File: config.mk
export PLATFORM = sky130hd
export DESIGN_NAME = stepper_line_interpolator_unit
export DESIGN_NICKNAME = d
export VERILOG_FILES = /design/src/sv/sli_pkg.sv /design/src/sv/sli_cfg.sv /design/src/sv/sli_in_stage.sv /design/src/sv/sli_core.sv /design/src/sv/stepper_line_interpolator_unit.sv
export SDC_FILE = /design/constraint.sdc
export NUM_CORES = 1
export LEC_CHECK = 0
export BUFFER_PORTS_ARGS = -buffer_cell sky130_fd_sc_hd__buf_4
export CAP_MARGIN = 20
export CORE_MARGIN = 4
export CORE_UTILIZATION = 45
export CTS_BUF_LIST = sky130_fd_sc_hd__clkbuf_2 sky130_fd_sc_hd__clkbuf_4 sky130_fd_sc_hd__clkbuf_8
export CTS_CLUSTER_DIAMETER = 30
export DETAILED_ROUTE_END_ITERATION = 16
export PLACE_DENSITY = 0.63
export SYNTH_ARGS = -nofsm -noshare
export SYNTH_HDL_FRONTEND = slang
export SYNTH_SLANG_ARGS = --single-unit
File: constraint.sdc
create_clock -name clk -period 11.1 [get_ports clk]
set_input_delay 3.33 -clock clk [delete_from_list [all_inputs] [get_ports clk]]
set_output_delay 3.33 -clock clk [all_outputs]
set_load 0.03 [all_outputs]
File: src/sv/sli_pkg.sv
package sli_pkg;

  // Default coordinate width of the line deltas and offsets.
  localparam int COORD_BITS_DEFAULT = 16;

  // Field widths fixed by the interface.
  localparam int ACTION_BITS    = 2;
  localparam int PULSE_BITS     = 16;
  localparam int SPEED_BITS     = 4;
  localparam int DELAY_BITS     = 6;
  localparam int CFG_INDEX_BITS = 1;
  localparam int CFG_DATA_BITS  = 16;

  // Request kinds carried on the input tuser.
  localparam logic [ACTION_BITS-1:0] ACT_LOAD    = 2'd0;
  localparam logic [ACTION_BITS-1:0] ACT_ADVANCE = 2'd1;
  localparam logic [ACTION_BITS-1:0] ACT_STOP    = 2'd2;

  // Configuration register indexes.
  localparam logic [CFG_INDEX_BITS-1:0] CFG_PULSES = 1'd0;
  localparam logic [CFG_INDEX_BITS-1:0] CFG_SPEED  = 1'd1;

  // Reset values of the configuration registers.
  localparam logic [PULSE_BITS-1:0] PULSES_RESET = 16'd1;
  localparam logic [SPEED_BITS-1:0] SPEED_RESET  = 4'd0;

  // Pulse delay is DELAY_BASE minus five per speed level, zero from SPEED_MAX up.
  localparam logic [DELAY_BITS-1:0] DELAY_BASE = 6'd50;
  localparam logic [SPEED_BITS-1:0] SPEED_MAX  = 4'd10;

  // Settings handed from the configuration block to the datapath.
  typedef struct packed {
    logic [PULSE_BITS-1:0] pulses;
    logic [DELAY_BITS-1:0] delay;
  } cfg_t;

endpackage

File: src/sv/sli_cfg.sv
module sli_cfg (
  input  logic                                 clk,
  input  logic                                 rst,
  input  logic                                 cfg_valid,
  output logic                                 cfg_ready,
  input  logic [sli_pkg::CFG_INDEX_BITS-1:0]   cfg_index,
  input  logic [sli_pkg::CFG_DATA_BITS-1:0]    cfg_data,
  output sli_pkg::cfg_t                        cfg
);

  logic [sli_pkg::PULSE_BITS-1:0] pulses;
  logic [sli_pkg::DELAY_BITS-1:0] delay;
  logic [sli_pkg::DELAY_BITS-1:0] delay_next;
  logic [sli_pkg::SPEED_BITS-1:0] speed_in;
  logic [sli_pkg::DELAY_BITS-1:0] speed_x5;

  // Writes are always taken.
  assign cfg_ready = 1'b1;

  // Speed level times five, as a shift and an add.
  assign speed_in = cfg_data[sli_pkg::SPEED_BITS-1:0];
  assign speed_x5 = (sli_pkg::DELAY_BITS'(speed_in) << 2) + sli_pkg::DELAY_BITS'(speed_in);

  // The delay is worked out once, when the speed is written, and saturates at zero.
  always_comb begin
    if (speed_in >= sli_pkg::SPEED_MAX) begin
      delay_next = '0;
    end else begin
      delay_next = sli_pkg::DELAY_BASE - speed_x5;
    end
  end

  // Register file.
  always_ff @(posedge clk) begin
    if (rst) begin
      pulses <= sli_pkg::PULSES_RESET;
      delay  <= sli_pkg::DELAY_BASE;
    end else if (cfg_valid) begin
      unique case (cfg_index)
        sli_pkg::CFG_PULSES: pulses <= cfg_data[sli_pkg::PULSE_BITS-1:0];
        sli_pkg::CFG_SPEED:  delay  <= delay_next;
        default: ;
      endcase
    end
  end

  assign cfg.pulses = pulses;
  assign cfg.delay  = delay;

endmodule

File: src/sv/sli_in_stage.sv
module sli_in_stage #(
  parameter int COORD_BITS = sli_pkg::COORD_BITS_DEFAULT
) (
  input  logic                            clk,
  input  logic                            rst,
  input  logic                            s_valid,
  output logic                            s_ready,
  input  logic [sli_pkg::ACTION_BITS-1:0] s_action,
  input  logic [COORD_BITS-1:0]           s_dx,
  input  logic [COORD_BITS-1:0]           s_dy,
  input  logic                            item_take,
  output logic                            item_valid,
  output logic [sli_pkg::ACTION_BITS-1:0] item_action,
  output logic [COORD_BITS-1:0]           item_dx,
  output logic [COORD_BITS-1:0]           item_dy
);

  // A new request enters when the register is empty or its request moves on this cycle.
  assign s_ready = !item_valid || item_take;

  // Occupancy of the input register.
  always_ff @(posedge clk) begin
    if (rst) begin
      item_valid <= 1'b0;
    end else if (s_ready) begin
      item_valid <= s_valid;
    end
  end

  // Request payload.
  always_ff @(posedge clk) begin
    if (s_valid && s_ready) begin
      item_action <= s_action;
      item_dx     <= s_dx;
      item_dy     <= s_dy;
    end
  end

endmodule

File: src/sv/sli_core.sv
module sli_core #(
  parameter int COORD_BITS = sli_pkg::COORD_BITS_DEFAULT
) (
  input  logic                            clk,
  input  logic                            rst,
  input  logic                            item_valid,
  input  logic [sli_pkg::ACTION_BITS-1:0] item_action,
  input  logic [COORD_BITS-1:0]           item_dx,
  input  logic [COORD_BITS-1:0]           item_dy,
  output logic                            item_take,
  input  sli_pkg::cfg_t                   cfg,
  input  logic                            res_ready,
  output logic                            res_valid,
  output logic                            res_step_valid,
  output logic                            res_step_axis,
  output logic                            res_moving_positive,
  output logic                            res_dir_pin_level,
  output logic [sli_pkg::PULSE_BITS-1:0]  res_pulse_count,
  output logic [sli_pkg::DELAY_BITS-1:0]  res_pulse_delay,
  output logic [COORD_BITS-1:0]           res_x_offset,
  output logic [COORD_BITS-1:0]           res_y_offset,
  output logic                            res_last_step,
  output logic                            res_busy
);

  localparam int ABS_BITS = COORD_BITS + 1;
  localparam int ERR_BITS = COORD_BITS + 2;
  localparam logic [ABS_BITS-1:0] POS_UP   = ABS_BITS'(1);
  localparam logic [ABS_BITS-1:0] POS_DOWN = '1;

  // Line state.
  logic [ERR_BITS-1:0] error_term,      error_term_next;
  logic [ABS_BITS-1:0] remaining_steps, remaining_steps_next;
  logic [ABS_BITS-1:0] abs_dx,          abs_dx_next;
  logic [ABS_BITS-1:0] abs_dy,          abs_dy_next;
  logic                x_forward,       x_forward_next;
  logic                y_forward,       y_forward_next;
  logic [ABS_BITS-1:0] x_position,      x_position_next;
  logic [ABS_BITS-1:0] y_position,      y_position_next;

  logic [ABS_BITS-1:0] dx_ext, dy_ext, dx_mag, dy_mag;
  logic [ABS_BITS:0]   mag_sum;
  logic                step_valid, step_axis, moving_positive, dir_pin, last_step;

  // The request is processed when the result register is free or being emptied.
  assign item_take = item_valid && (!res_valid || res_ready);

  // Magnitudes of the new deltas, one bit wider so the most negative value fits.
  assign dx_ext  = {item_dx[COORD_BITS-1], item_dx};
  assign dy_ext  = {item_dy[COORD_BITS-1], item_dy};
  assign dx_mag  = item_dx[COORD_BITS-1] ? (~dx_ext + POS_UP) : dx_ext;
  assign dy_mag  = item_dy[COORD_BITS-1] ? (~dy_ext + POS_UP) : dy_ext;
  assign mag_sum = {1'b0, dx_mag} + {1'b0, dy_mag};

  // One interpolation step, a line load or a stop.
  always_comb begin
    error_term_next      = error_term;
    remaining_steps_next = remaining_steps;
    abs_dx_next          = abs_dx;
    abs_dy_next          = abs_dy;
    x_forward_next       = x_forward;
    y_forward_next       = y_forward;
    x_position_next      = x_position;
    y_position_next      = y_position;
    step_valid           = 1'b0;
    step_axis            = 1'b0;
    moving_positive      = 1'b0;
    dir_pin              = 1'b0;
    last_step            = 1'b0;
    unique case (item_action)
      sli_pkg::ACT_LOAD: begin
        abs_dx_next          = dx_mag;
        abs_dy_next          = dy_mag;
        // A zero delta counts as the negative direction.
        x_forward_next       = !item_dx[COORD_BITS-1] && (item_dx != '0);
        y_forward_next       = !item_dy[COORD_BITS-1] && (item_dy != '0);
        remaining_steps_next = mag_sum[ABS_BITS-1:0];
        error_term_next      = '0;
        x_position_next      = '0;
        y_position_next      = '0;
      end
      sli_pkg::ACT_ADVANCE: begin
        if (remaining_steps != '0) begin
          step_valid = 1'b1;
          if (!error_term[ERR_BITS-1]) begin
            // Error at or above zero: step along x.
            moving_positive = x_forward;
            dir_pin         = !x_forward;
            x_position_next = x_position + (x_forward ? POS_UP : POS_DOWN);
            error_term_next = error_term - {1'b0, abs_dy};
          end else begin
            // Error below zero: step along y.
            step_axis       = 1'b1;
            moving_positive = y_forward;
            dir_pin         = y_forward;
            y_position_next = y_position + (y_forward ? POS_UP : POS_DOWN);
            error_term_next = error_term + {1'b0, abs_dx};
          end
          remaining_steps_next = remaining_steps - POS_UP;
          last_step            = (remaining_steps == POS_UP);
        end
      end
      sli_pkg::ACT_STOP: begin
        last_step            = (remaining_steps != '0);
        remaining_steps_next = '0;
      end
      default: ;
    endcase
  end

  // State update.
  always_ff @(posedge clk) begin
    if (rst) begin
      error_term      <= '0;
      remaining_steps <= '0;
      abs_dx          <= '0;
      abs_dy          <= '0;
      x_forward       <= 1'b0;
      y_forward       <= 1'b0;
      x_position      <= '0;
      y_position      <= '0;
    end else if (item_take) begin
      error_term      <= error_term_next;
      remaining_steps <= remaining_steps_next;
      abs_dx          <= abs_dx_next;
      abs_dy          <= abs_dy_next;
      x_forward       <= x_forward_next;
      y_forward       <= y_forward_next;
      x_position      <= x_position_next;
      y_position      <= y_position_next;
    end
  end

  // Result register occupancy.
  always_ff @(posedge clk) begin
    if (rst) begin
      res_valid <= 1'b0;
    end else if (item_take) begin
      res_valid <= 1'b1;
    end else if (res_ready) begin
      res_valid <= 1'b0;
    end
  end

  // Result payload.
  always_ff @(posedge clk) begin
    if (item_take) begin
      res_step_valid      <= step_valid;
      res_step_axis       <= step_axis;
      res_moving_positive <= moving_positive;
      res_dir_pin_level   <= dir_pin;
      res_pulse_count     <= cfg.pulses;
      res_pulse_delay     <= cfg.delay;
      res_x_offset        <= x_position_next[COORD_BITS-1:0];
      res_y_offset        <= y_position_next[COORD_BITS-1:0];
      res_last_step       <= last_step;
      res_busy            <= (remaining_steps_next != '0);
    end
  end

endmodule

File: src/sv/stepper_line_interpolator_unit.sv
// An accepted request passes the input register, then the result register, to the master side.
// Throughput: one request per cycle; the error update and step count decrement of
// one increment are combinational between the registers, so requests follow back to back unless
// a result is held on the master side, which then stalls the slave side.
// Reset (rst, synchronous, active high) clears the line state and both stages and
// returns pulses per increment to 1 and speed level to 0.
module stepper_line_interpolator_unit #(
  parameter int COORD_BITS = sli_pkg::COORD_BITS_DEFAULT
) (
  input  logic                               clk,
  input  logic                               rst,
  // Slave side.
  input  logic                               s_axis_tvalid,
  output logic                               s_axis_tready,
  // tdata fields from bit 0: delta_x, delta_y, zero padding.
  input  logic [((2*COORD_BITS+7)/8)*8-1:0]  s_axis_tdata,
  // tuser fields from bit 0: action.
  input  logic [sli_pkg::ACTION_BITS-1:0]    s_axis_tuser,
  // Master side.
  output logic                               m_axis_tvalid,
  input  logic                               m_axis_tready,
  // tdata fields from bit 0: step_valid, step_axis, moving_positive, dir_pin_level,
  // pulse_count, pulse_delay, x_offset, y_offset, busy_res, zero padding.
  output logic [((2*COORD_BITS+27+7)/8)*8-1:0] m_axis_tdata,
  output logic                               m_axis_tlast,
  // Configuration write channel.
  input  logic                               cfg_valid,
  output logic                               cfg_ready,
  input  logic [sli_pkg::CFG_INDEX_BITS-1:0] cfg_index,
  input  logic [sli_pkg::CFG_DATA_BITS-1:0]  cfg_data
);

  localparam int OUT_FIELD_BITS = 2*COORD_BITS + 27;
  localparam int OUT_DATA_BITS  = ((OUT_FIELD_BITS+7)/8)*8;

  sli_pkg::cfg_t                   cfg;
  logic                            item_take;
  logic                            item_valid;
  logic [sli_pkg::ACTION_BITS-1:0] item_action;
  logic [COORD_BITS-1:0]           item_dx;
  logic [COORD_BITS-1:0]           item_dy;
  logic                            res_step_valid;
  logic                            res_step_axis;
  logic                            res_moving_positive;
  logic                            res_dir_pin_level;
  logic [sli_pkg::PULSE_BITS-1:0]  res_pulse_count;
  logic [sli_pkg::DELAY_BITS-1:0]  res_pulse_delay;
  logic [COORD_BITS-1:0]           res_x_offset;
  logic [COORD_BITS-1:0]           res_y_offset;
  logic                            res_busy;
  logic [OUT_FIELD_BITS-1:0]       out_fields;

  // Configuration registers.
  sli_cfg u_cfg (
    .clk       (clk),
    .rst       (rst),
    .cfg_valid (cfg_valid),
    .cfg_ready (cfg_ready),
    .cfg_index (cfg_index),
    .cfg_data  (cfg_data),
    .cfg       (cfg)
  );

  // Input register.
  sli_in_stage #(.COORD_BITS(COORD_BITS)) u_in (
    .clk         (clk),
    .rst         (rst),
    .s_valid     (s_axis_tvalid),
    .s_ready     (s_axis_tready),
    .s_action    (s_axis_tuser),
    .s_dx        (s_axis_tdata[COORD_BITS-1:0]),
    .s_dy        (s_axis_tdata[2*COORD_BITS-1:COORD_BITS]),
    .item_take   (item_take),
    .item_valid  (item_valid),
    .item_action (item_action),
    .item_dx     (item_dx),
    .item_dy     (item_dy)
  );

  // Interpolation datapath and result register.
  sli_core #(.COORD_BITS(COORD_BITS)) u_core (
    .clk                 (clk),
    .rst                 (rst),
    .item_valid          (item_valid),
    .item_action         (item_action),
    .item_dx             (item_dx),
    .item_dy             (item_dy),
    .item_take           (item_take),
    .cfg                 (cfg),
    .res_ready           (m_axis_tready),
    .res_valid           (m_axis_tvalid),
    .res_step_valid      (res_step_valid),
    .res_step_axis       (res_step_axis),
    .res_moving_positive (res_moving_positive),
    .res_dir_pin_level   (res_dir_pin_level),
    .res_pulse_count     (res_pulse_count),
    .res_pulse_delay     (res_pulse_delay),
    .res_x_offset        (res_x_offset),
    .res_y_offset        (res_y_offset),
    .res_last_step       (m_axis_tlast),
    .res_busy            (res_busy)
  );

  // Result packing, first field in the lowest bits.
  assign out_fields = {res_busy, res_y_offset, res_x_offset, res_pulse_delay,
                       res_pulse_count, res_dir_pin_level, res_moving_positive,
                       res_step_axis, res_step_valid};
  assign m_axis_tdata = OUT_DATA_BITS'(out_fields);

  // The slave side stalls only behind a result that is waiting to be taken.
  a_stall_cause: assert property (@(posedge clk) disable iff (rst)
    !s_axis_tready |-> (m_axis_tvalid && !m_axis_tready))
    else $error("input stalled without a waiting result");

  // A result without a step carries no axis or direction.
  a_no_step_clean: assert property (@(posedge clk) disable iff (rst)
    (m_axis_tvalid && !res_step_valid) |->
      (!res_step_axis && !res_moving_positive && !res_dir_pin_level))
    else $error("direction reported without a step");

  // The step that ends a line leaves no increments behind.
  a_last_not_busy: assert property (@(posedge clk) disable iff (rst)
    (m_axis_tvalid && m_axis_tlast) |-> !res_busy)
    else $error("line ended with increments remaining");

  // The pulse delay never exceeds its base value.
  a_delay_range: assert property (@(posedge clk) disable iff (rst)
    m_axis_tvalid |-> (res_pulse_delay <= sli_pkg::DELAY_BASE))
    else $error("pulse delay out of range");

endmodule

Yosys cells after proc, flatten, opt, wreduce, memory -nomap -nowiden
Cells that the tools add are included.

Output and inout bits: 68. Register bits: 223. Bits of input ports: 56. Logic and storage cells: 96.

Order comparisons: 1. Equality and inequality tests: 6. Add/sub/neg operators: 10. Reduce and logical (&&, ||, !) cells: 25. Mux-type cells: 24. Bitwise operators: 3.

Operators with widths (count): 17-bit 2-to-1 mux (9); 17-bit case mux with 2 select lines (2); 17-bit adder (3); 17-bit case mux with 3 select lines (1); 18-bit 2-to-1 mux (2); 18-bit case mux with 2 select lines (1); 17-bit by 1-bit adder with 17-bit output (second input constant) (2); 17-bit inverter (2); 17-bit nonzero test (2); 16-bit nonzero test (2); 18-bit by 17-bit adder with 18-bit output (1); 18-bit by 17-bit subtractor with 18-bit output (1); 17-bit by 1-bit == test with 1-bit output (second input constant) (1); 17-bit by 1-bit subtractor with 17-bit output (second input constant) (1); 2-bit AND reduction (4); 4-bit AND reduction (2); 1-bit 2-to-1 mux (7); 6-bit by 4-bit adder with 6-bit output (1); 6-bit 2-to-1 mux (1); 6-bit subtractor (first input constant) (1); 1-bit logical NOT (5); 4-bit greater-or-equal comparator (second input constant) (1); 1-bit logical AND (4); 2-bit by 1-bit != test with 1-bit output (second input constant) (2); other kinds (9) (11).

Logic depth before layout (Yosys ltp)
Gate-level depths: netlist of run 1.

Depth after elaboration: 6. Gate-level depth with buffers: 17. Mapped depth without buffers: 17.

Hierarchy
Synthesis of run 1 repeated with hierarchy kept, for this count alone.

Cell total of the unflattened synthesis: 1406. Area, all modules: 12644.6 um^2.

Modules (own cells, without submodules): sli_core (sequential area each 3883.7 um^2, area each 10392.5 um^2, cells an instance 1233, instances 1); sli_cfg (sequential area each 440.4 um^2, area each 1097.3 um^2, cells an instance 123, instances 1); sli_in_stage (sequential area each 1041.0 um^2, area each 1076.0 um^2, cells an instance 39, instances 1); stepper_line_interpolator_unit (sequential area each 0.0 um^2, area each 78.8 um^2, cells an instance 11, instances 1).

Least setup slack after synthesis of run 1
OpenSTA, ideal clock, no wires.

Path kind: input to output. Start point: in m_axis_tready. End point: out s_axis_tready. Arrival: 3.733 ns. Buffers on the path: 0. Path slack: 4.037 ns. Stages on the path: 2. Data required time: 7.770 ns. Cell sequence: nor2b_1 -> nand2_1.

Longest elaborated chain between the ends: 3.

RTL lines: from (decl) (RTL line stepper_line_interpolator_unit.sv:21) `input logic m_axis_tready,`; 1-bit logical OR (RTL line sli_core.sv:46) `assign item_take = item_valid && (!res_valid || res_ready);`; 1-bit logical AND (RTL line sli_core.sv:46); 1-bit logical OR (RTL line sli_in_stage.sv:19) `assign s_ready = !item_valid || item_take;`; to (decl) (RTL line stepper_line_interpolator_unit.sv:14) `output logic s_axis_tready,`.

Every way passes these cells.

Final worst setup path of run 1
Same ends and word-level chain as after synthesis.

==> results of run 1 <==
## final cells by class
type                       instances  area [um2]
inverter                          70       265.3
sequential                       221        5365
multi-input combinational       1071        6780
tap                              378       473.0
clock buffer                      64       805.8
timing repair buffer             128       960.9
fill                            2603       12850
clock inverter                    28       352.8
## flip-flops by register name (all words and copies together) (netlist names), 2 cells and up
register,count
u_core.res_pulse_delay,6
u_core.abs_dx,17
u_core.res_y_offset,16
u_core.error_term,18
u_core.res_x_offset,16
u_core.y_position,16
u_in.item_action,2
u_cfg.pulses,16
u_in.item_dx,16
u_core.remaining_steps,17
u_in.item_dy,16
u_core.abs_dy,17
u_core.res_pulse_count,16
u_core.x_position,16
u_cfg.delay,6
## worst max-delay path: cells and delay by family
kind,cells,cell delay (ns)
buf+inv,2,0.28
simple gates,2,0.30
## how the worst max path moves through the flow
stage | endpoint | from | cells past startpoint
after CTS | s_axis_tready | m_axis_tready | 4
final | s_axis_tready | m_axis_tready | 4
after detailed placement | s_axis_tready | m_axis_tready | 4
after global routing | s_axis_tready | m_axis_tready | 4
after global placement | s_axis_tready | m_axis_tready | 4
after floorplan | s_axis_tready | m_axis_tready | 2
## power breakdown
group / leakage [uW] / total (uW) / switching, uW / internal, uW
clock: 0.000584 / 1040 / 393 / 647
sequential: 0.00194 / 921 / 29.5 / 892
combinational: 0.00353 / 477 / 290 / 186
total: 0.00606 / 2440 / 713 / 1730
## cells in the mapped netlist (6+ instances only)
cell type,instances
sky130_fd_sc_hd__dfxtp_1,127
sky130_fd_sc_hd__o211ai_1,6
sky130_fd_sc_hd__or3_1,22
sky130_fd_sc_hd__nor2b_1,18
sky130_fd_sc_hd__a21o_1,18
sky130_fd_sc_hd__nor2_1,141
sky130_fd_sc_hd__mux2i_1,12
sky130_fd_sc_hd__a311oi_1,7
sky130_fd_sc_hd__o21bai_1,6
sky130_fd_sc_hd__o41ai_1,10
sky130_fd_sc_hd__nand2b_1,12
sky130_fd_sc_hd__a31oi_1,15
sky130_fd_sc_hd__or2_2,7
sky130_fd_sc_hd__nand3_1,58
sky130_fd_sc_hd__and3_1,12
sky130_fd_sc_hd__o21a_1,6
sky130_fd_sc_hd__nor4_1,8
sky130_fd_sc_hd__and2_1,9
sky130_fd_sc_hd__clkbuf_1,58
sky130_fd_sc_hd__xnor2_1,40
sky130_fd_sc_hd__o21ai_0,72
sky130_fd_sc_hd__ha_1,74
sky130_fd_sc_hd__inv_1,69
sky130_fd_sc_hd__edfxtp_1,94
sky130_fd_sc_hd__o31ai_1,13
sky130_fd_sc_hd__a211oi_1,34
sky130_fd_sc_hd__nand2_1,178
sky130_fd_sc_hd__buf_4,11
sky130_fd_sc_hd__a21oi_1,92
sky130_fd_sc_hd__xor2_1,32
sky130_fd_sc_hd__nor3_1,46
sky130_fd_sc_hd__a22oi_1,12
## layer usage
layer  global-route usage (%)  wire (um)  vias up
li1                         -          -     5377
met1                    26.31      14040     4911
met2                    31.32      13710      323
met3                    3.148       1854       67
met4                    6.595        852        0
met5                        0          0        -
## per-stage QoR
stage          worst slack (ns)  hold slack, ns
6_report                  3.863          0.4180
5_1_grt                   3.776          0.4348
4_1_cts                   3.856          0.4092
3_5_place_dp              3.859          0.4146
3_3_place_gp              3.868          0.4093
2_1_floorplan             4.037          0.4081
## logic make-up (layout without fill, tap and decap cells)
logic type	Yosys count	in the layout	share of synthesized area, %
DFF	221	221	42.19
adders and majority gates	79	79	8.069
buffers and inverters	145	290	4.625
xor gates and xnor gates	76	76	5.471
muxes	13	13	1.033
other	2	6	0.05906
AOI/OAI and AO/OA	351	351	18.40
and+or+nand+nor	546	546	20.15
==> results.md, run 1 <==
- The number of warnings printed during yosys synthesis is 0.
- The path category of the worst min-delay check is reg -> reg.
- Buffers inserted to repair hold after CTS numbered 0.
- Leaving out fill and tap cells, the most frequent cells in the layout are sky130_fd_sc_hd__nand2_1, sky130_fd_sc_hd__nor2_1, sky130_fd_sc_hd__buf_4.
- Overall power consumption after layout is estimated at 2438 uW.
- Including well taps, the total number of placed cells is 1,867.
- TritonCTS built the clock tree.
- The synthesis-stage register bit count is 221.
- The H-tree depth is 2.
- The tool flagged a number of max-cap violations equal to 0.
- The die covers 31,010 um2.
- The mean area per synthesized cell is 8.874 um2.
- The routability congestion estimate is 0.9187.
- The number of vias per cell is 5.448.
- The number of detailed-routing iterations run before antenna repair is 5.
- The vias after detailed routing is 10.68k.
- For the pin with the worst max-slew slack, the measured transition is 1.023 ns.
- The library cell used most frequently in the layout, excluding fill and tap cells, is sky130_fd_sc_hd__nand2_1.
- For this configuration, the core starts out at a cell density of 45.65%.
- In this run the most critical hold path is launched from u_cfg.pulses[2].
- The post-layout utilization of the core is 53.86%.
- The tree built by TritonCTS fans out to 221 sinks.
- The maximum clock insertion buffer count is 3.
- The most numerous cell type found on the critical path is sky130_fd_sc_hd__buf_4.
- For this run the aggregate overflow at the end of global routing stands at 0.
- The run finished with clean final reports.
- Setup repair after global routing left no endpoint under its margin.
- The cell accounting for the most synthesized area is sky130_fd_sc_hd__edfxtp_1.
- Measured along the x axis, the die boundary spans 176.1 um.
- With fillers left out, the area of the finished cells amounts to 15,000 um2.
- The later-pin clock latency in the skew report is 0.57 ns.
- In this run the register-to-register setup slack is 6.67 ns.
- The setup TNS is 0 ns.
- The data required time of the critical path is 7.77 ns.
- The share of the synthesized area in the top cell type is 22.20%.
- The core region area is 27,860 um2.
- The initialized floorplan defines 61 standard-cell rows.
- The proportion of register bits with asynchronous set or reset after synthesis is 0%.
- The initial antenna violation count is 0.
- The wire-length estimate of the detail-placed layout is 21.17 mm.
- The count of cells along the worst hold path is 0.
- The kind of launch point of the worst setup path is an input pin.
- The post-detailed-route DRC marker count is 0.
- For the worst setup path, the data arrival time is 3.91 ns.
- The repair_antennas step left the layout with diodes totalling 0.
- The number of global-route vias before repair is 10.34k.
- After detailed routing, the average wire length per cell comes to 15.54 um.
- The signal on the critical path passes through buf_4, nor2b_1, nand2_1, buf_4.
- The share of layout cells above drive strength 1 is 15.74%.
- Entering global routing, the biggest net connects 89 pins.
- In this run, synthesis inferred 94 flip-flops with an integrated enable.
- Ranked by total cell area, the synthesized netlist is headed by sky130_fd_sc_hd__edfxtp_1, sky130_fd_sc_hd__dfxtp_1, sky130_fd_sc_hd__ha_1, sky130_fd_sc_hd__nand2_1, sky130_fd_sc_hd__nor2_1.
- The final clock skew is 0.02504 ns.
- The type of destination of the critical path is an output pin.
- The final layout contains 1,676 nets.
- The post-layout minimum cycle time is 7.237 ns.
- The number of design-rule violations left by the first detailed-router iteration is 599.
- The critical path is of the in -> out type.
- The final count of pins violating max slew is 0.
- The delay of the slowest cell on the worst path is 0.20 ns.
- In this run the critical register-to-register path is captured at u_core.res_x_offset[15].
- Among all flip-flop cells after synthesis, the most frequent one is sky130_fd_sc_hd__dfxtp_1.
- In this run the remaining antenna-violating nets after routing total 0.
- The maximum ir drop on the vdd rail is 96.12 uV.
- The final critical path takes up 65.19% of the cycle.
- The count of buffers added on input and output ports is 117.
- The startpoint identified for the worst register-to-register timing path is u_core.x_forward.
- The clock slew at the register clock pins of the worst setup and hold paths is 0.06 ns.
- The overall fraction of global-route tracks in use is 19.29%.
- In this run the post-CTS setup repair buffer count came out at 0.
- In the synthesized netlist, the number of instances is 1,433.
- Pin placement for this block handled 124 I/O pins.
- The final number of hold-violating endpoints came to 0.
- The floorplan die height is 176.1 um.
- Relative to the synthesized area, the layout overhead comes to 17.99%.
- After the flow finishes, the layout carries non-filler instances totaling 1,960.
- The cell count of the worst reg-to-reg path is 12.
- The worst max-slew margin expressed relative to the limit is 31.77%.
- The destination of the worst hold path is u_core.res_pulse_count[2].
- The root buffer cell is sky130_fd_sc_hd__clkbuf_8.
- The routed design has 30.45 mm of wire.
- The number of buffers created by CTS is 49.
- In this run the power density over the cells is 162.5 nW/um2.
- The first global-routing pass estimated 50.56 mm of wire.
- In this run the static leakage power is 0.006059 uW.
- After synthesis, the netlist uses 85 different library cells.
- Derived from the worst setup path, the maximum achievable clock frequency is 138.2 MHz.
- The sequential cell area fraction in the yosys report is 42.19%.
- The synthesized netlist occupies a cell area of 12,720 um2.
- Setup violations remaining at the end of the flow were counted as 0.
- The cell area after placement is 13,840 um2.
- Post-CTS repair changed the size of 0 cells.
- The highest net fanout along the worst path is 4.
- The slowest stage of the critical path belongs to the cell sky130_fd_sc_hd__nor2b_1.
Power figures use the tool's default switching activity.
==> run 2, diff against run 1 <==
Settings changed: PLACE_DENSITY 0.63 to 0.66.
Clock period 11.1 ns to 6.6 ns, I/O delays scaled along.
==> run 2 against run 1 <==
Register-to-register slack got worse by 4.3 ns. Cell area fell by 0.28%. Combinational power rose by 67%. Non-clock buffer count fell by 1. Sequential power rose by 68%. Clock skew rose by 0.0011 ns. Critical path depth did not move. Sequential share of layout area rose by 0.099 points. First-iteration DRC count rose by 28%. Setup slack got worse by 1.8 ns. Core utilization fell by 0.15 points. Sequential cell count did not move.
==> results.md, run 2 (synthesized netlist as in run 1, its figures left out) <==
- The run finished with clean final reports.
- The met1 wire length is 14.21 mm.
- The achievable frequency is 220.8 MHz.
- The final instance area is 14,960 um2.
- The clock network fraction of total power is 41.7%.
- The start of the worst register-to-register path is u_in.item_dx[15].
- Clock-pin slew was measured on the worst setup and hold paths at 0.06 ns.
- The final number of hold-violating endpoints is 0.
- The initial antenna violation count is 0.
- The largest net degree at the start of global routing is 81.
- The number of nets still failing antenna checks after routing is 0.
- The final count of pins violating max slew was 0.
- The area growth from synthesis to final layout is 17.66%.
- The number of cell rows is 61.
- After detailed routing, the number of remaining DRC violations is 0.
- After detailed placement, the design holds a cell count of 1,867.
- STA classifies the critical path startpoint as an input pin.
- Leaving out fill and tap cells, the most frequent cell in the layout is sky130_fd_sc_hd__nand2_1.
- Counting every sink on the clock net gives 221.
- The worst register-to-register path ends at u_core.res_busy.
- VDD sags by at most 135.9 uV.
- The tool flagged a number of max-cap violations equal to 0.
- The met3 wirelength from detailed routing is 1.716 mm.
- The data required time of the critical path is 4.62 ns.
- In this run the clock root is driven by a sky130_fd_sc_hd__clkbuf_8.
- The number of detailed-routing iterations run before antenna repair is 5.
- In this run, post-CTS repair resized a total of 0 instances.
- In this run, post-CTS hold repair placed 0 buffers.
- The repair_antennas step left the layout with diodes totalling 0.
- The share of total power consumed by net switching is 29.62%.
- Tracing the worst setup path back leads to its startpoint at m_axis_tready.
- The number of global-route vias before repair was 9,998.
- The H-tree depth is 2.
- The register with the most flip-flops in the layout has 18 of them.
- The cell count of the worst reg-to-reg path is 13.
- Measured along the y axis, the die boundary spans 176.1 um.
- In the final layout, the share of cells above drive strength 1 is 15.62%.
- The count of buffers added on input and output ports is 117.
- The non-filler instance count after layout is 1,959.
- The worst pin sits at a relative slew slack of 31.17%.
- Signal routing reaches up to met4.
- The register ranked first by flip-flop count is u_core.error_term.
- Summing all placed instances gives a cell area of 13,840 um2.
- The worst register-to-register path has a setup slack of 2.38 ns.
- 124 I/O pins were placed.
- The layout net count is 1,675.
- The capturing element of the worst setup path is s_axis_tready.
- The internal cell power is 2835 uW.
- The setup TNS is 0 ns.
- Setup repair after global routing left no endpoint under its margin.
- The highest net fanout along the worst path is 4.
- The routed design uses 14.01 mm of met2 wire.
- The core region area is 27,860 um2.
- The worst path arrival time is 2.55 ns.
- The count of cells along the worst hold path is 0.
- The relative contribution of sequential cells to total power is 38.5%.
- The floorplan step set the die width to 176.1 um.
- Global routing finished with a remaining overflow of 0.
- The starting density of the core is 45.65%.
- The power dissipated by switching net loads is 1193 uW.
- The buffer count from post-CTS setup fixing is 0.
- The combinational share of power is 19.8%.
- The HPWL after detailed placement is 21.53 mm.
- The total detailed-routing wirelength is 30.64 mm.
- The path class of the tightest hold or removal check is reg -> reg.
- Global routing consumed, over all layers together, 18.96% of the routing resources.
- The number of vias per cell is 5.444.
- Dividing the detail-routed wire length by the instance count gives 15.64 um.
- The final clock skew is 0.02619 ns.
- The routability congestion estimate is 0.8894.
- The vias after detailed routing is 10.66k.
- The type of destination of the critical path is an output pin.
- Of the available clock period, the critical path in the final layout requires 68.62%.
- The die area is 31,010 um2.
- The later-pin clock latency in the skew report is 0.56 ns.
- In the layout the commonest cells are sky130_fd_sc_hd__nand2_1, sky130_fd_sc_hd__nor2_1, sky130_fd_sc_hd__buf_4, sky130_fd_sc_hd__dfxtp_1, sky130_fd_sc_hd__edfxtp_1.
- Counting the buffers created by CTS gives 49.
- The worst setup path is of the in -> out kind.
- Setup violations remaining at the end of the flow were counted as 0.
- No sink is reached through more buffers than the 3 on the longest clock path.
- TritonCTS built the clock tree.
- The total leakage power is 0.006005 uW.
- The first global-routing pass estimated 49.35 mm of wire.
- For this block, the initial DRC count from the detailed router was 769.
- The transition at the pin with the smallest max-transition slack is 1.030 ns.
- For this design the ratio of total power to cell area is 269.2 nW/um2.
- Subtracting the final worst setup slack from the clock period gives 4.529 ns.
## run 2: cell types whose count changed in the layout (fill, tap and decap cells not counted)
cell	before	now
sky130_fd_sc_hd__clkinv_2	4	1
sky130_fd_sc_hd__clkbuf_8	52	54
sky130_fd_sc_hd__clkinvlp_4	5	13
sky130_fd_sc_hd__buf_4	128	127
sky130_fd_sc_hd__inv_6	2	1
sky130_fd_sc_hd__clkbuf_4	12	10
sky130_fd_sc_hd__clkinv_1	4	5
sky130_fd_sc_hd__bufinv_16	7	5
sky130_fd_sc_hd__clkinv_4	6	3
## run 2: final cells by class
class                   count  area (um2)
inverters                  70       265.3
flip-flops and latches    221        5365
fillers                  2590       12900
repair buffers            127       953.4
clock buffers              64       818.3
multi-input cells        1071        6780
clock inverters            28       306.5
well taps                 378       473.0
## run 2: how the worst min path moves through the flow
stage | start | end
floorplan | u_cfg.pulses[0] | u_core.res_pulse_count[0]
global placement | u_cfg.pulses[10] | u_core.res_pulse_count[10]
CTS | u_cfg.pulses[9] | u_core.res_pulse_count[9]
global route | u_cfg.pulses[9] | u_core.res_pulse_count[9]
detailed placement | u_cfg.pulses[15] | u_core.res_pulse_count[15]
finish | u_cfg.pulses[6] | u_core.res_pulse_count[6]
## run 2: metal layers
| layer | GRT usage [%] | vias up |
|---|---|---|
| met2 | 31.11 | 289 |
| met4 | 5.783 | 0 |
| met1 | 25.83 | 4938 |
| li1 | - | 5381 |
| met5 | 0 | - |
| met3 | 3.169 | 56 |
## run 2: per-stage QoR
stage / worst slack [ns] / hold slack, ns / power, uW / utilization, %
CTS: 2.063 / 0.4270 / 4064 / 53.71
finish: 2.071 / 0.4242 / 4028 / 53.71
detailed placement: 2.066 / 0.4156 / 2369 / 49.67
global route: 1.996 / 0.4302 / 4236 / 53.71
floorplan: 1.577 / 0.4081 / 2165 / -
global placement: 2.077 / 0.4105 / 2356 / 49.67
## run 2: power groups by stage
stage / clock network [uW] / registers (uW) / logic [uW]
2_1_floorplan: 0 / 1600 / 567
3_3_place_gp: 0 / 1570 / 781
3_5_place_dp: 0 / 1580 / 791
4_1_cts: 1720 / 1550 / 796
5_1_grt: 1790 / 1560 / 890
6_report: 1680 / 1550 / 798
## run 2: worst max-delay path: stages
cell and delay, ns:
sky130_fd_sc_hd__buf_4 0.11, sky130_fd_sc_hd__nor2b_1 0.20, sky130_fd_sc_hd__nand2_1 0.09, sky130_fd_sc_hd__buf_4 0.17
==> run 3, diff against run 2 <==
Clock period 6.6 ns to 3.8 ns, I/O delays scaled along.
==> run 3 against run 2 <==
Highest routed layer unchanged. Critical path depth is 10 higher. Core utilization is 2.3 points higher. Worst hold slack better by 0.0048 ns. Non-clock buffer count is 58 higher. Clock power is 79% higher. Sequential share of layout area is 1.5 points lower. Global-route usage is 0.56 points higher. Power is 79% higher. Cell area is 4.3% higher. Die area stayed put. Sequential cell count stayed put.
==> results.md, run 3 (synthesized netlist as in run 1, its figures left out) <==
- For this block, the routed nets add up to 31.30 mm of wire.
- During placement, the flow inserted port buffers numbering 117.
- The starting density of the core is 45.65%.
- The worst path arrival time is 4.06 ns.
- The critical path runs through a total of 14 cells.
- 0 antenna diodes ended up in the layout.
- The period utilization is 98.43%.
- The clock sink count is 221.
- The vias after detailed routing is 11.05k.
- The cell area power density is 462.7 nW/um2.
- The setup slack of the worst register-to-register path is 0.06 ns.
- The most common library cell in the layout ignoring fill and taps is sky130_fd_sc_hd__buf_4.
- In this run the worst path has a maximum fanout of 5.
- In this run the static leakage power is 0.006352 uW.
- The clock network fraction of total power is 41.7%.
- The die covers 31,010 um2.
- The number of buffers added to fix hold violations after cts is 0.
- The per-cell routed wire length is 15.48 um.
- Relative to the synthesized area, the layout overhead comes to 22.71%.
- The worst setup path is captured at a flop.
- The number of buffers created by CTS is 52.
- The overall overflow remaining after global route is 0.
- The floorplan die height is 176.1 um.
- In this run the power spent charging and discharging nets is 2171 uW.
- The worst setup path is launched from a flop.
- The signal on the critical path passes through or4_4, or2_2, nand2_1, xnor2_1, ha_1, buf_4, and3_1, a21oi_1, o31ai_1, a2111oi_2, and4_1, o2111ai_1, nor4_2, nand3_1.
- Headroom to the max-slew limit came out at 30.17%.
- After clock tree synthesis, the clock-pin slew on the worst setup and hold paths is 0.06 ns.
- The floorplan has 61 rows.
- The number of placed instances, taps included, is 1,916.
- The final clock skew is 0.02778 ns.
- The die is 176.1 um wide.
- The achievable frequency is 267.4 MHz.
- Broken down by cell family, the worst path's largest delay share belongs to simple AND/OR/NAND/NOR gates.
- In this run the critical register-to-register path is launched from u_in.item_dy[5].
- The min-delay analysis places its worst path in the category reg -> reg.
- The cell area after placement is 14,220 um2.
- For hold timing, the worst endpoint is u_core.res_pulse_count[0].
- The share of total power consumed by net switching is 30.08%.
- The setup TNS is 0 ns.
- The run finished with clean final reports.
- Internal power comes to 5049 uW.
- The later-pin clock latency in the skew report is 0.57 ns.
- The transition at the pin with the smallest max-transition slack is 1.045 ns.
- The worst setup slack before clock tree synthesis is -0.01977 ns.
- The post-layout minimum cycle time is 3.740 ns.
- The core region area is 27,860 um2.
- The first detailed-routing pass took 5 iterations.
- The register with the most flip-flops in the layout has 18 of them.
- The number of global-route vias before repair came to 10.39k.
- The data required time of the critical path is 4.12 ns.
- The clock tree from TritonCTS is built.
- The relative contribution of sequential cells to total power is 37.1%.
- u_core.error_term holds more flip-flops than any other register.
- For this block, the initial DRC count from the detailed router was 773.
- The worst hold path was traced through 0 stages.
- The largest single stage delay on the critical path is 0.59 ns.
- Final hold analysis gives a worst-case slack of 0.4290 ns.
- The first global-routing pass estimated 50.73 mm of wire.
- The largest individual stage delay along the critical path comes from the cell sky130_fd_sc_hd__or4_4.
- The total of endpoints with negative setup slack in the final report is 0.
- The clock passes through at most 3 buffers.
- Setup repair after global routing could not meet its margin everywhere.
- The worst hold path begins at u_cfg.pulses[0].
- The cell count of the worst reg-to-reg path is 14.
- The startpoint-to-endpoint class of the critical path is reg -> reg.
- In the post-route analysis, the smallest setup slack over all paths is 0.05970 ns.
- Entering global routing, the biggest net connects 77 pins.
- The initial antenna violation count came to 0.
- The congestion estimate from routability-driven global placement came to 0.8747.
- The layout net count is 1,736.
- The H-tree depth is 2.
- The sum of buffers and inverters on the critical path is 1.
- The detailed placement HPWL is 22.05 mm.
- Cells with a size suffix above 1 make up 20.50% of the layout.
- Global routing used 19.52% of the available tracks across all layers.
- The count of max-cap constraint violations is 0.
- The final number of hold-violating endpoints is 0.
- The endpoint of the worst register-to-register path is u_core.res_busy.
- After routing the design area is 15,600 um2.
- The root buffer cell is sky130_fd_sc_hd__clkbuf_8.
- The final count of pins violating max slew came to 0.
- The maximum ir drop on the vdd rail is 241.3 uV.
- Counting the fill cells in the layout gives 2,529.
- For this run, the number of standard cells in the final layout without fillers is 2,022.
- In the routed layout, each cell is associated on average with a via count of 5.463.
- Once detail routing completed, the nets flagged for antenna violations numbered 0.
- The combinational share of power is 21.1%.
- The top cell types in the final layout, fill and taps aside, are sky130_fd_sc_hd__buf_4, sky130_fd_sc_hd__nand2_1, sky130_fd_sc_hd__nor2_1.
- The number of top-level design ports is 124.
- The post-detailed-route DRC marker count is 0.
==> run 3: worst max-delay path by stage <==
stage                     from  slack, ns         endpoint
2_1_floorplan  u_in.item_dx[0]       0.03  u_core.res_busy
3_3_place_gp   u_in.item_dx[0]       0.04  u_core.res_busy
3_5_place_dp   u_in.item_dx[0]      -0.02  u_core.res_busy
4_1_cts        u_in.item_dx[0]      0.005  u_core.res_busy
5_1_grt        u_in.item_dy[0]      -0.18  u_core.res_busy
6_report       u_in.item_dy[5]       0.06  u_core.res_busy
==> run 3: through the flow <==
step,util [%],power [uW]
3_5_place_dp,51.05,4180
4_1_cts,55.29,7235
5_1_grt,56.01,7596
2_1_floorplan,-,3760
6_report,56.01,7220
3_3_place_gp,51.05,4157
==> run 3: layout make-up <==
class	instances	area (um2)	area share, %
well taps	378	473.0	3.031
repair buffers	185	1401	8.981
inverters	70	265.3	1.700
clock inverters	34	349.1	2.237
flip-flops and latches	221	5365	34.38
multi-input cells	1071	6927	44.39
clock buffers	63	823.3	5.276
==> run 3: layer usage <==
layer / vias up / routed length [um] / global-route usage, %
li1: 5510 / - / -
met1: 5142 / 13890 / 25.98
met2: 320 / 14740 / 32.43
met3: 74 / 1896 / 3.469
met4: 0 / 770 / 6.270
met5: - / 0 / 0
==> run 3: what timing repair did <==
| item | CTS | global route |
|---|---|---|
| setup buffers | 0 | 9 |
| setup endpoints to repair | 1 | 7 |
| pin swaps | 0 | 19 |
| gates resized for setup | 2 | 27 |
==> run 3: power by group through the flow <==
stage               combinational, uW  sequential, uW  clock [uW]
floorplan                         985            2770           0
global placement                 1430            2730           0
detailed placement               1450            2730           0
CTS                              1460            2680        3090
global route                     1690            2700        3210
finish                           1530            2680        3010
